==> src/rtl/bpca_pkg.sv <==
// Types, codes and a helper function shared by the page allocator files.
// No dependencies.
package bpca_pkg;

  // Command codes
  localparam logic [1:0] CMD_ALLOC = 2'd0;
  localparam logic [1:0] CMD_SET   = 2'd1;
  localparam logic [1:0] CMD_CHAIN = 2'd2;
  localparam logic [1:0] CMD_QUERY = 2'd3;

  // Result status codes
  localparam logic [1:0] STAT_OK     = 2'd0;
  localparam logic [1:0] STAT_NOFREE = 2'd1;
  localparam logic [1:0] STAT_RANGE  = 2'd2;

  // Configuration register
  localparam logic       REG_PAGE_COUNT   = 1'b0;
  localparam logic [8:0] PAGE_COUNT_RESET = 9'd128;

  typedef enum logic [2:0] {
    ST_CLEAR,
    ST_IDLE,
    ST_SCAN,
    ST_SET_WR,
    ST_CHAIN_CK,
    ST_CHAIN_WR,
    ST_FETCH,
    ST_RESP
  } state_t;

  typedef struct packed {
    logic [1:0] cmd;
    logic [7:0] page;
    logic [7:0] link_from;
    logic       used_flag;
    logic       single_page;
    logic       mark_used;
  } in_t;

  typedef struct packed {
    logic [7:0] page_out;
    logic       is_used;
    logic [7:0] next_page;
    logic [1:0] status;
    logic [8:0] pages_touched;
  } out_t;

  // Requests to the bitmap (8 pages a word) and link memories
  typedef struct packed {
    logic       bm_we;
    logic [4:0] bm_wa;
    logic [7:0] bm_wd;
    logic [4:0] bm_ra;
    logic       lk_we;
    logic [7:0] lk_wa;
    logic [7:0] lk_wd;
    logic [7:0] lk_ra;
  } mem_req_t;

  typedef struct packed {
    logic [7:0] word;
    logic [7:0] link;
  } mem_rsp_t;

  // Lowest free page of one bitmap word: {hit, bit index}.
  // Page zero and pages at or above cnt never count as free.
  function automatic logic [3:0] lowest_free(input logic [7:0] word,
                                             input logic [4:0] wbase,
                                             input logic [8:0] cnt);
    logic [3:0] r;
    logic [8:0] pnum;
    r = '0;
    for (int i = 7; i >= 0; i--) begin
      pnum = {1'b0, wbase, 3'(i)};
      if (!word[i] && (pnum != 9'd0) && (pnum < cnt)) begin
        r = {1'b1, 3'(i)};
      end
    end
    return r;
  endfunction

endpackage

==> src/rtl/bitmap_page_chain_allocator.sv <==
// Top level of the bitmap page allocator: command sequencer and APB register.
// Depends on bpca_pkg and bpca_store.
//
// After reset the block runs a clearing pass (busy high) that writes page
// zero as used and every other page free with link 0.
// Commands are taken when start is high and busy is low; the result appears
// on result for one cycle with done high, and cannot be held off. The
// memories have one read and one write port each, with registered reads:
// allocate scans the 8-page bitmap words in turn (up to 32), set writes back
// the page's word (not on page zero), and chain reads the link and bitmap
// word of each page walked, then writes the word back.
module bitmap_page_chain_allocator #(
  parameter int MAX_PAGES = 256
) (
  input  logic               clk,
  input  logic               rst,
  input  logic               start,
  output logic               busy,
  input  bpca_pkg::in_t      item,
  output logic               done,
  output bpca_pkg::out_t     result,
  input  logic               psel,
  input  logic               penable,
  input  logic               pwrite,
  input  logic [2:0]         paddr,
  input  logic [31:0]        pwdata,
  output logic [31:0]        prdata,
  output logic               pready
);

  localparam int WORDS = (MAX_PAGES + 7) / 8;

  bpca_pkg::state_t   state, state_next;
  bpca_pkg::in_t      op, op_next;
  bpca_pkg::out_t     result_next;
  bpca_pkg::mem_req_t req;
  bpca_pkg::mem_rsp_t rsp;

  logic [8:0] page_count;
  logic [8:0] cnt;
  logic [8:0] cnt_m1;
  logic [7:0] pg, pg_next;
  logic [1:0] stat, stat_next;
  logic [7:0] cur, cur_next;
  logic [8:0] steps, steps_next;
  logic [4:0] w, w_next;
  logic [7:0] clr, clr_next;
  logic       done_next;
  logic [3:0] hit;
  logic [7:0] wd;
  logic       walk;

  // Configuration port
  assign pready = 1'b1;
  assign prdata = (paddr[2] == bpca_pkg::REG_PAGE_COUNT) ? {23'd0, page_count} : 32'd0;

  always_ff @(posedge clk) begin
    if (rst) begin
      page_count <= bpca_pkg::PAGE_COUNT_RESET;
    end else if (psel && penable && pwrite && pready &&
                 paddr[2] == bpca_pkg::REG_PAGE_COUNT) begin
      page_count <= pwdata[8:0];
    end
  end

  // Effective page count and last bitmap word to scan
  assign cnt    = (page_count > 9'(MAX_PAGES)) ? 9'(MAX_PAGES) : page_count;
  assign cnt_m1 = cnt - 9'd1;
  assign busy   = (state != bpca_pkg::ST_IDLE);

  bpca_store #(.MAX_PAGES(MAX_PAGES)) u_store (
    .clk (clk),
    .req (req),
    .rsp (rsp)
  );

  // Next state, memory requests and result
  always_comb begin
    state_next  = state;
    op_next     = op;
    pg_next     = pg;
    stat_next   = stat;
    cur_next    = cur;
    steps_next  = steps;
    w_next      = w;
    clr_next    = clr;
    done_next   = 1'b0;
    result_next = result;
    req         = '0;
    hit         = bpca_pkg::lowest_free(rsp.word, w, cnt);
    wd          = rsp.word;
    walk        = (cur != 8'd0) && ({1'b0, cur} < cnt) && (steps < cnt);

    case (state)
      bpca_pkg::ST_CLEAR: begin
        req.bm_we = ({1'b0, clr} < 9'(WORDS));
        req.bm_wa = clr[4:0];
        req.bm_wd = (clr == 8'd0) ? 8'h01 : 8'h00;
        req.lk_we = 1'b1;
        req.lk_wa = clr;
        req.lk_wd = 8'd0;
        clr_next  = clr + 8'd1;
        if (clr == 8'(MAX_PAGES - 1)) begin
          state_next = bpca_pkg::ST_IDLE;
        end
      end

      bpca_pkg::ST_IDLE: begin
        // word 0 for a scan, else the word of the addressed page
        req.bm_ra = (item.cmd == bpca_pkg::CMD_ALLOC) ? 5'd0 : item.page[7:3];
        if (start) begin
          op_next    = item;
          steps_next = 9'd0;
          w_next     = 5'd0;
          pg_next    = 8'd0;
          stat_next  = bpca_pkg::STAT_OK;
          state_next = bpca_pkg::ST_FETCH;
          if (item.cmd == bpca_pkg::CMD_ALLOC) begin
            if (item.link_from != 8'd0 && {1'b0, item.link_from} >= cnt) begin
              stat_next = bpca_pkg::STAT_RANGE;
            end else if (cnt < 9'd2) begin
              stat_next = bpca_pkg::STAT_NOFREE;
            end else begin
              state_next = bpca_pkg::ST_SCAN;
            end
          end else if ({1'b0, item.page} >= cnt) begin
            stat_next = bpca_pkg::STAT_RANGE;
          end else begin
            pg_next = item.page;
            case (item.cmd)
              bpca_pkg::CMD_SET: begin
                if (item.page != 8'd0) begin
                  state_next = bpca_pkg::ST_SET_WR;
                end
              end
              bpca_pkg::CMD_CHAIN: begin
                cur_next   = item.page;
                state_next = bpca_pkg::ST_CHAIN_CK;
              end
              default: begin
                state_next = bpca_pkg::ST_FETCH;
              end
            endcase
          end
        end
      end

      // One bitmap word per cycle, next word read ahead
      bpca_pkg::ST_SCAN: begin
        req.bm_ra = (w == cnt_m1[7:3]) ? w : w + 5'd1;
        if (hit[3]) begin
          wd[hit[2:0]] = 1'b1;
          req.bm_we    = op.mark_used;
          req.bm_wa    = w;
          req.bm_wd    = wd;
          req.lk_we    = (op.link_from != 8'd0);
          req.lk_wa    = op.link_from;
          req.lk_wd    = {w, hit[2:0]};
          pg_next      = {w, hit[2:0]};
          state_next   = bpca_pkg::ST_FETCH;
        end else if (w == cnt_m1[7:3]) begin
          stat_next  = bpca_pkg::STAT_NOFREE;
          state_next = bpca_pkg::ST_FETCH;
        end else begin
          w_next = w + 5'd1;
        end
      end

      bpca_pkg::ST_SET_WR: begin
        wd[pg[2:0]] = op.used_flag;
        req.bm_we   = 1'b1;
        req.bm_wa   = pg[7:3];
        req.bm_wd   = wd;
        state_next  = bpca_pkg::ST_FETCH;
      end

      // Check the walk condition and read the current page
      bpca_pkg::ST_CHAIN_CK: begin
        req.bm_ra = cur[7:3];
        req.lk_ra = cur;
        state_next = walk ? bpca_pkg::ST_CHAIN_WR : bpca_pkg::ST_FETCH;
      end

      // Mark the current page and follow its link
      bpca_pkg::ST_CHAIN_WR: begin
        wd[cur[2:0]] = op.used_flag;
        req.bm_we    = 1'b1;
        req.bm_wa    = cur[7:3];
        req.bm_wd    = wd;
        cur_next     = op.single_page ? 8'd0 : rsp.link;
        steps_next   = steps + 9'd1;
        state_next   = bpca_pkg::ST_CHAIN_CK;
      end

      bpca_pkg::ST_FETCH: begin
        req.bm_ra  = pg[7:3];
        req.lk_ra  = pg;
        state_next = bpca_pkg::ST_RESP;
      end

      bpca_pkg::ST_RESP: begin
        result_next.page_out      = pg;
        result_next.is_used       = rsp.word[pg[2:0]];
        result_next.next_page     = rsp.link;
        result_next.status        = stat;
        result_next.pages_touched = steps;
        done_next                 = 1'b1;
        state_next                = bpca_pkg::ST_IDLE;
      end

      default: begin
        state_next = bpca_pkg::ST_IDLE;
      end
    endcase
  end

  // Control registers
  always_ff @(posedge clk) begin
    if (rst) begin
      state <= bpca_pkg::ST_CLEAR;
      clr   <= 8'd0;
      done  <= 1'b0;
    end else begin
      state <= state_next;
      clr   <= clr_next;
      done  <= done_next;
    end
  end

  // Command context and result payload
  always_ff @(posedge clk) begin
    op     <= op_next;
    pg     <= pg_next;
    stat   <= stat_next;
    cur    <= cur_next;
    steps  <= steps_next;
    w      <= w_next;
    result <= result_next;
  end

  // A result strobe comes only from the response state
  a_done_from_resp: assert property (@(posedge clk) disable iff (rst)
    done |-> $past(state == bpca_pkg::ST_RESP))
    else $error("done without response state");

  // The chain walk never counts past the effective page count
  a_steps_bound: assert property (@(posedge clk) disable iff (rst)
    (state == bpca_pkg::ST_CHAIN_CK) |-> (steps <= cnt))
    else $error("chain step count beyond page count");

  // Page zero stays used in every bitmap write
  a_page0_used: assert property (@(posedge clk) disable iff (rst)
    (req.bm_we && req.bm_wa == 5'd0) |-> req.bm_wd[0])
    else $error("page zero written as free");

  // Error results point at page zero, read as used
  a_err_result: assert property (@(posedge clk) disable iff (rst)
    (done && result.status != bpca_pkg::STAT_OK) |->
      (result.page_out == 8'd0 && result.is_used && result.pages_touched == 9'd0))
    else $error("error result with page data");

endmodule

==> src/rtl/bpca_store.sv <==
// Used-bit memory (8 pages per word) and next-page link memory.
// Depends on bpca_pkg for the request and response structs.
module bpca_store #(
  parameter int MAX_PAGES = 256
) (
  input  logic               clk,
  input  bpca_pkg::mem_req_t req,
  output bpca_pkg::mem_rsp_t rsp
);

  localparam int WORDS = (MAX_PAGES + 7) / 8;
  localparam int WW    = (WORDS > 1) ? $clog2(WORDS) : 1;
  localparam int PW    = $clog2(MAX_PAGES);

  logic [7:0] bitmap [WORDS];
  logic [7:0] links  [MAX_PAGES];

  // Bitmap and links: one write and one registered read each per cycle
  always_ff @(posedge clk) begin
    if (req.bm_we) begin
      bitmap[req.bm_wa[WW-1:0]] <= req.bm_wd;
    end
    if (req.lk_we) begin
      links[req.lk_wa[PW-1:0]] <= req.lk_wd;
    end
    rsp.word <= bitmap[req.bm_ra[WW-1:0]];
    rsp.link <= links[req.lk_ra[PW-1:0]];
  end

endmodule

==> config.mk <==
export PLATFORM = sky130hd
export DESIGN_NAME = bitmap_page_chain_allocator
export DESIGN_NICKNAME = d
export VERILOG_FILES = /design/src/rtl/bpca_pkg.sv /design/src/rtl/bitmap_page_chain_allocator.sv /design/src/rtl/bpca_store.sv
export SDC_FILE = /design/constraint.sdc
export NUM_CORES = 2
export LEC_CHECK = 0
export ABC_AREA = 1
export BUFFER_PORTS_ARGS = -buffer_cell sky130_fd_sc_hd__clkbuf_2
export CORE_MARGIN = 2
export CORE_UTILIZATION = 55
export CTS_CLUSTER_SIZE = 14
export DETAILED_ROUTE_END_ITERATION = 10
export GPL_ROUTABILITY_DRIVEN = 0
export PLACE_DENSITY = 0.72
export SETUP_SLACK_MARGIN = 0.2
export SYNTH_ARGS = -nofsm -noshare
export SYNTH_HDL_FRONTEND = slang
export SYNTH_SLANG_ARGS = --single-unit
==> constraint.sdc <==
create_clock -name clk -period 18.4 [get_ports clk]
set_clock_uncertainty 0.2 [all_clocks]
set_input_delay 0 -clock clk [delete_from_list [all_inputs] [get_ports clk]]
set_output_delay 0 -clock clk [all_outputs]
set_load 0.01 [all_outputs]
==> impl_metrics.json <==
{
  "cp.arrival_ps": 8210,
  "die_h_microns": 428,
  "start_kind": "flop",
  "path_clk_slew_ps": 60,
  "finalSetupViolations": 0,
  "synth_ff_type": "edfxtp_1",
  "cts_resized": 0,
  "min_path_type": "in2reg",
  "drtPass1Iterations": 8,
  "cts.sinks": 2412,
  "p_leak_nw": 30.7,
  "routed_via_density": 6.37,
  "synth_top_family_by_area": "compound AO/OA/AOI/OAI gates",
  "timing.final.crit_period_ps": 7600,
  "slowest_delay_ps": 860,
  "drv_cap": 0,
  "finalMaxSlewViolations": 0,
  "dp_hpwl_mm": 140,
  "cts_made_buffers": 228,
  "synthSimpleGateAreaFrac_pct": 10.7,
  "rrSetupSlack_ps": 10800,
  "post_cts_buffers": 0,
  "synth.avg_cell_area_sq_um": 12.6,
  "synth_edf_count": 2375,
  "clockBufferDepth": 3,
  "grt_max_degree": 257,
  "ys_types": 54,
  "htreeDepth": 4,
  "synthesis.area_sq_um": 99100,
  "r2r_end": "u_store.rsp[4]$_DFF_P_",
  "tns_ps": 0,
  "drcViolationCount": 0,
  "insertion_delay_ps": 870,
  "antenna_found_initial": 6,
  "fp.dieArea_sq_um": 184000,
  "synth_compound_area_share_pct": 12.2,
  "rsz0062_at_grt": "false",
  "reg2reg_from": "state[1]$_SDFFE_PP0P_",
  "holdPathEnd": "op[10]$_DFFE_PP_",
  "cpMaxStageDelayCell": "buf_4",
  "synthTopCellsByArea": "edfxtp_1 72%, o21ai_0 5.9%, nor2_1 5.3%",
  "wl_mm": 260,
  "finalNetCount": 7922,
  "slew_headroom_pct": 13.7,
  "ios": 125,
  "fin_crit_sh_pct": 41.3,
  "power_density_nw_per_um2": 99.0,
  "final.setup.worst_slack_ps": 10800,
  "yosysTopAreaCellShare_pct": 72.0,
  "hold_violations": 0,
  "synth_xor_area_share_pct": 0.0530,
  "clock.fmax_mhz": 132,
  "cts_root_buf": "clkbuf_16",
  "row_count": 155,
  "worst-setup-path-type": "reg2reg",
  "whs_path_depth": 4,
  "synthMuxAreaShare_pct": 0,
  "initial_utilization_pct": 55.4,
  "vias": 66033,
  "first_iter_violations": 9224,
  "area_growth_pct": 10.4,
  "cts_tree": "built",
  "drtAntennaViolNets": 0,
  "synthArstFlopShare_pct": 0,
  "wire_per_inst_microns": 25.1,
  "worstMarginPinSlew_ps": 1290,
  "endpoint_kind": "flop",
  "core_area_sq_um": 179000,
  "synth_fa_ha_area_share_pct": 0.581,
  "numPortBuffers": 75,
  "grt_pass1_wl_mm": 385,
  "first_global_vias": 62720,
  "hp-start": "start",
  "path_cells": "inv_2, nand3_2, inv_2, nand2_1, nand2_4, inv_8, buf_4, buf_4, buf_4, buf_4, o21ai_0, o221ai_1, o211ai_1, nand3_1, nand3_1, nand3_1, nand3_1, nand2_1",
  "critPathRequiredTime_ps": 19010,
  "die_w_microns": 428,
  "synth_top_area_cell": "edfxtp_1",
  "seq_area_frac_synth_pct": 72.7,
  "place_ws_ps": 11130,
  "synthCells": 7890,
  "crit_path_max_fanout": 186,
  "gr-total-overflow": 0,
  "vdd_ir_drop_max_mv": 0.0939,
  "ys_warn_count": 0,
  "worstRegToRegCells": 18,
  "postLayoutCoreUtil_pct": 61.2,
  "drive_above_1_share_pct": 7.66,
  "synth_seq_cells": 2412,
  "outcome": "completed",
  "grtUsageTotal_pct": 27.5
}
## cell usage in the layout, fill, tap and decap left out, types with 39 or more instances in the layout
cell type and count:
o21ai_0 1160, clkbuf_2 75, nand2_2 39, ha_1 46
a21oi_1 50, nand3b_1 69, clkbuf_16 234, clkinv_2 53
nand3_1 562, nor2_1 1403, clkinv_1 54, dlygate4sd3_1 88
clkbuf_1 45, o22ai_1 336, o221ai_1 189, buf_4 83
o211ai_1 212, edfxtp_1 2375, inv_1 307, nand2_1 320
## where the power goes
group	leakage, nW	internal, mW	switching, mW
clock	3.69	2.69	2.01
sequential	17.3	5.97	0.0129
combinational	9.69	0.0465	0.109
## kinds of logic (layout without fill, tap and decap cells)
kind of cell               after synthesis  in the layout
other                                    2             29
and+or+nand+nor                       2488           2488
buffers and inverters                  906           1006
adders and majority gates               46             46
AOI/OAI and AO/OA                     2030           2030
DFF                                   2412           2412
xor gates and xnor gates                 6              6
## stage by stage
| stage | hold WS, ps | instance area [sq um] | total power, mW | cells |
|---|---|---|---|---|
| floorplan | -101 | 99200 | 6.17 | 7912 |
| global placement | 23.2 | 101000 | 6.23 | 9851 |
| detailed placement | 25.0 | 101000 | 6.23 | 9851 |
| CTS | 24.6 | 109000 | 10.8 | 10367 |
| global route | 102 | 109000 | 11.1 | 10368 |
| finish | 120 | 109000 | 10.8 | 10372 |
## how the worst max path moves through the flow
stage / start / end / depth (start not counted)
after floorplan: page_count[8]$_SDFFE_PP0P_ / u_store.links[0][3]$_DFFE_PP_ / 17
after global placement: state[1]$_SDFFE_PP0P_ / u_store.rsp[4]$_DFF_P_ / 18
after detailed placement: state[1]$_SDFFE_PP0P_ / u_store.rsp[2]$_DFF_P_ / 18
after CTS: state[1]$_SDFFE_PP0P_ / u_store.rsp[2]$_DFF_P_ / 18
after global routing: state[1]$_SDFFE_PP0P_ / u_store.rsp[4]$_DFF_P_ / 18
final: state[1]$_SDFFE_PP0P_ / u_store.rsp[4]$_DFF_P_ / 18
## layer usage
metal	up-vias	share of wire (%)	global-route usage [%]
li1	29107	-	-
met1	32386	38	37.2
met2	3784	47	43.4
met3	756	10	5.06
met4	0	5.2	13.6
met5	-	0	0
## cells in the mapped netlist (38+ instances only)
cell         n
a21oi_1     51
edfxtp_1  2375
nand2_1    326
nand3b_1    69
ha_1        46
buf_2       80
o221ai_1   189
inv_1      310
o211ai_1   212
nand3_1    563
nor2_1    1412
o22ai_1    341
o21ai_0   1161
buf_1       38
clkbuf_1   421
## state kept, by name, summed over array words and instances (netlist names), 3 cells and up
| name | count |
|---|---|
| steps | 9 |
| w | 5 |
| op | 11 |
| clr | 8 |
| cur | 8 |
| pg | 8 |
| u_store.rsp | 16 |
| page_count | 9 |
| u_store.links | 2048 |
| state | 3 |
| u_store.bitmap | 256 |
| result | 28 |
## layout make-up
type | count | area (sq um)
Multi-Input combinational cell | 4594 | 23600
Tap cell | 2355 | 2950
Clock inverter | 142 | 1370
Clock buffer | 286 | 6120
Timing Repair Buffer | 254 | 2040
Antenna cell | 5 | 12.5
Inverter | 324 | 1250
Fill cell | 13232 | 69400
Sequential cell | 2412 | 72100
## what timing repair did
action / CTS / global route
hold buffers: 88 / 0
setup endpoints to repair: 0 / 0
hold endpoints to repair: 98 / 0
## worst max-delay path: cells and delay by family (launching register included)
family,cells,cell delay [ps]
buffers and inverters,7,4170
and+or+nand+nor,8,1790
DFF,1,460
AOI/OAI and AO/OA,3,550
No activity file was read; power rests on OpenSTA's default activity.
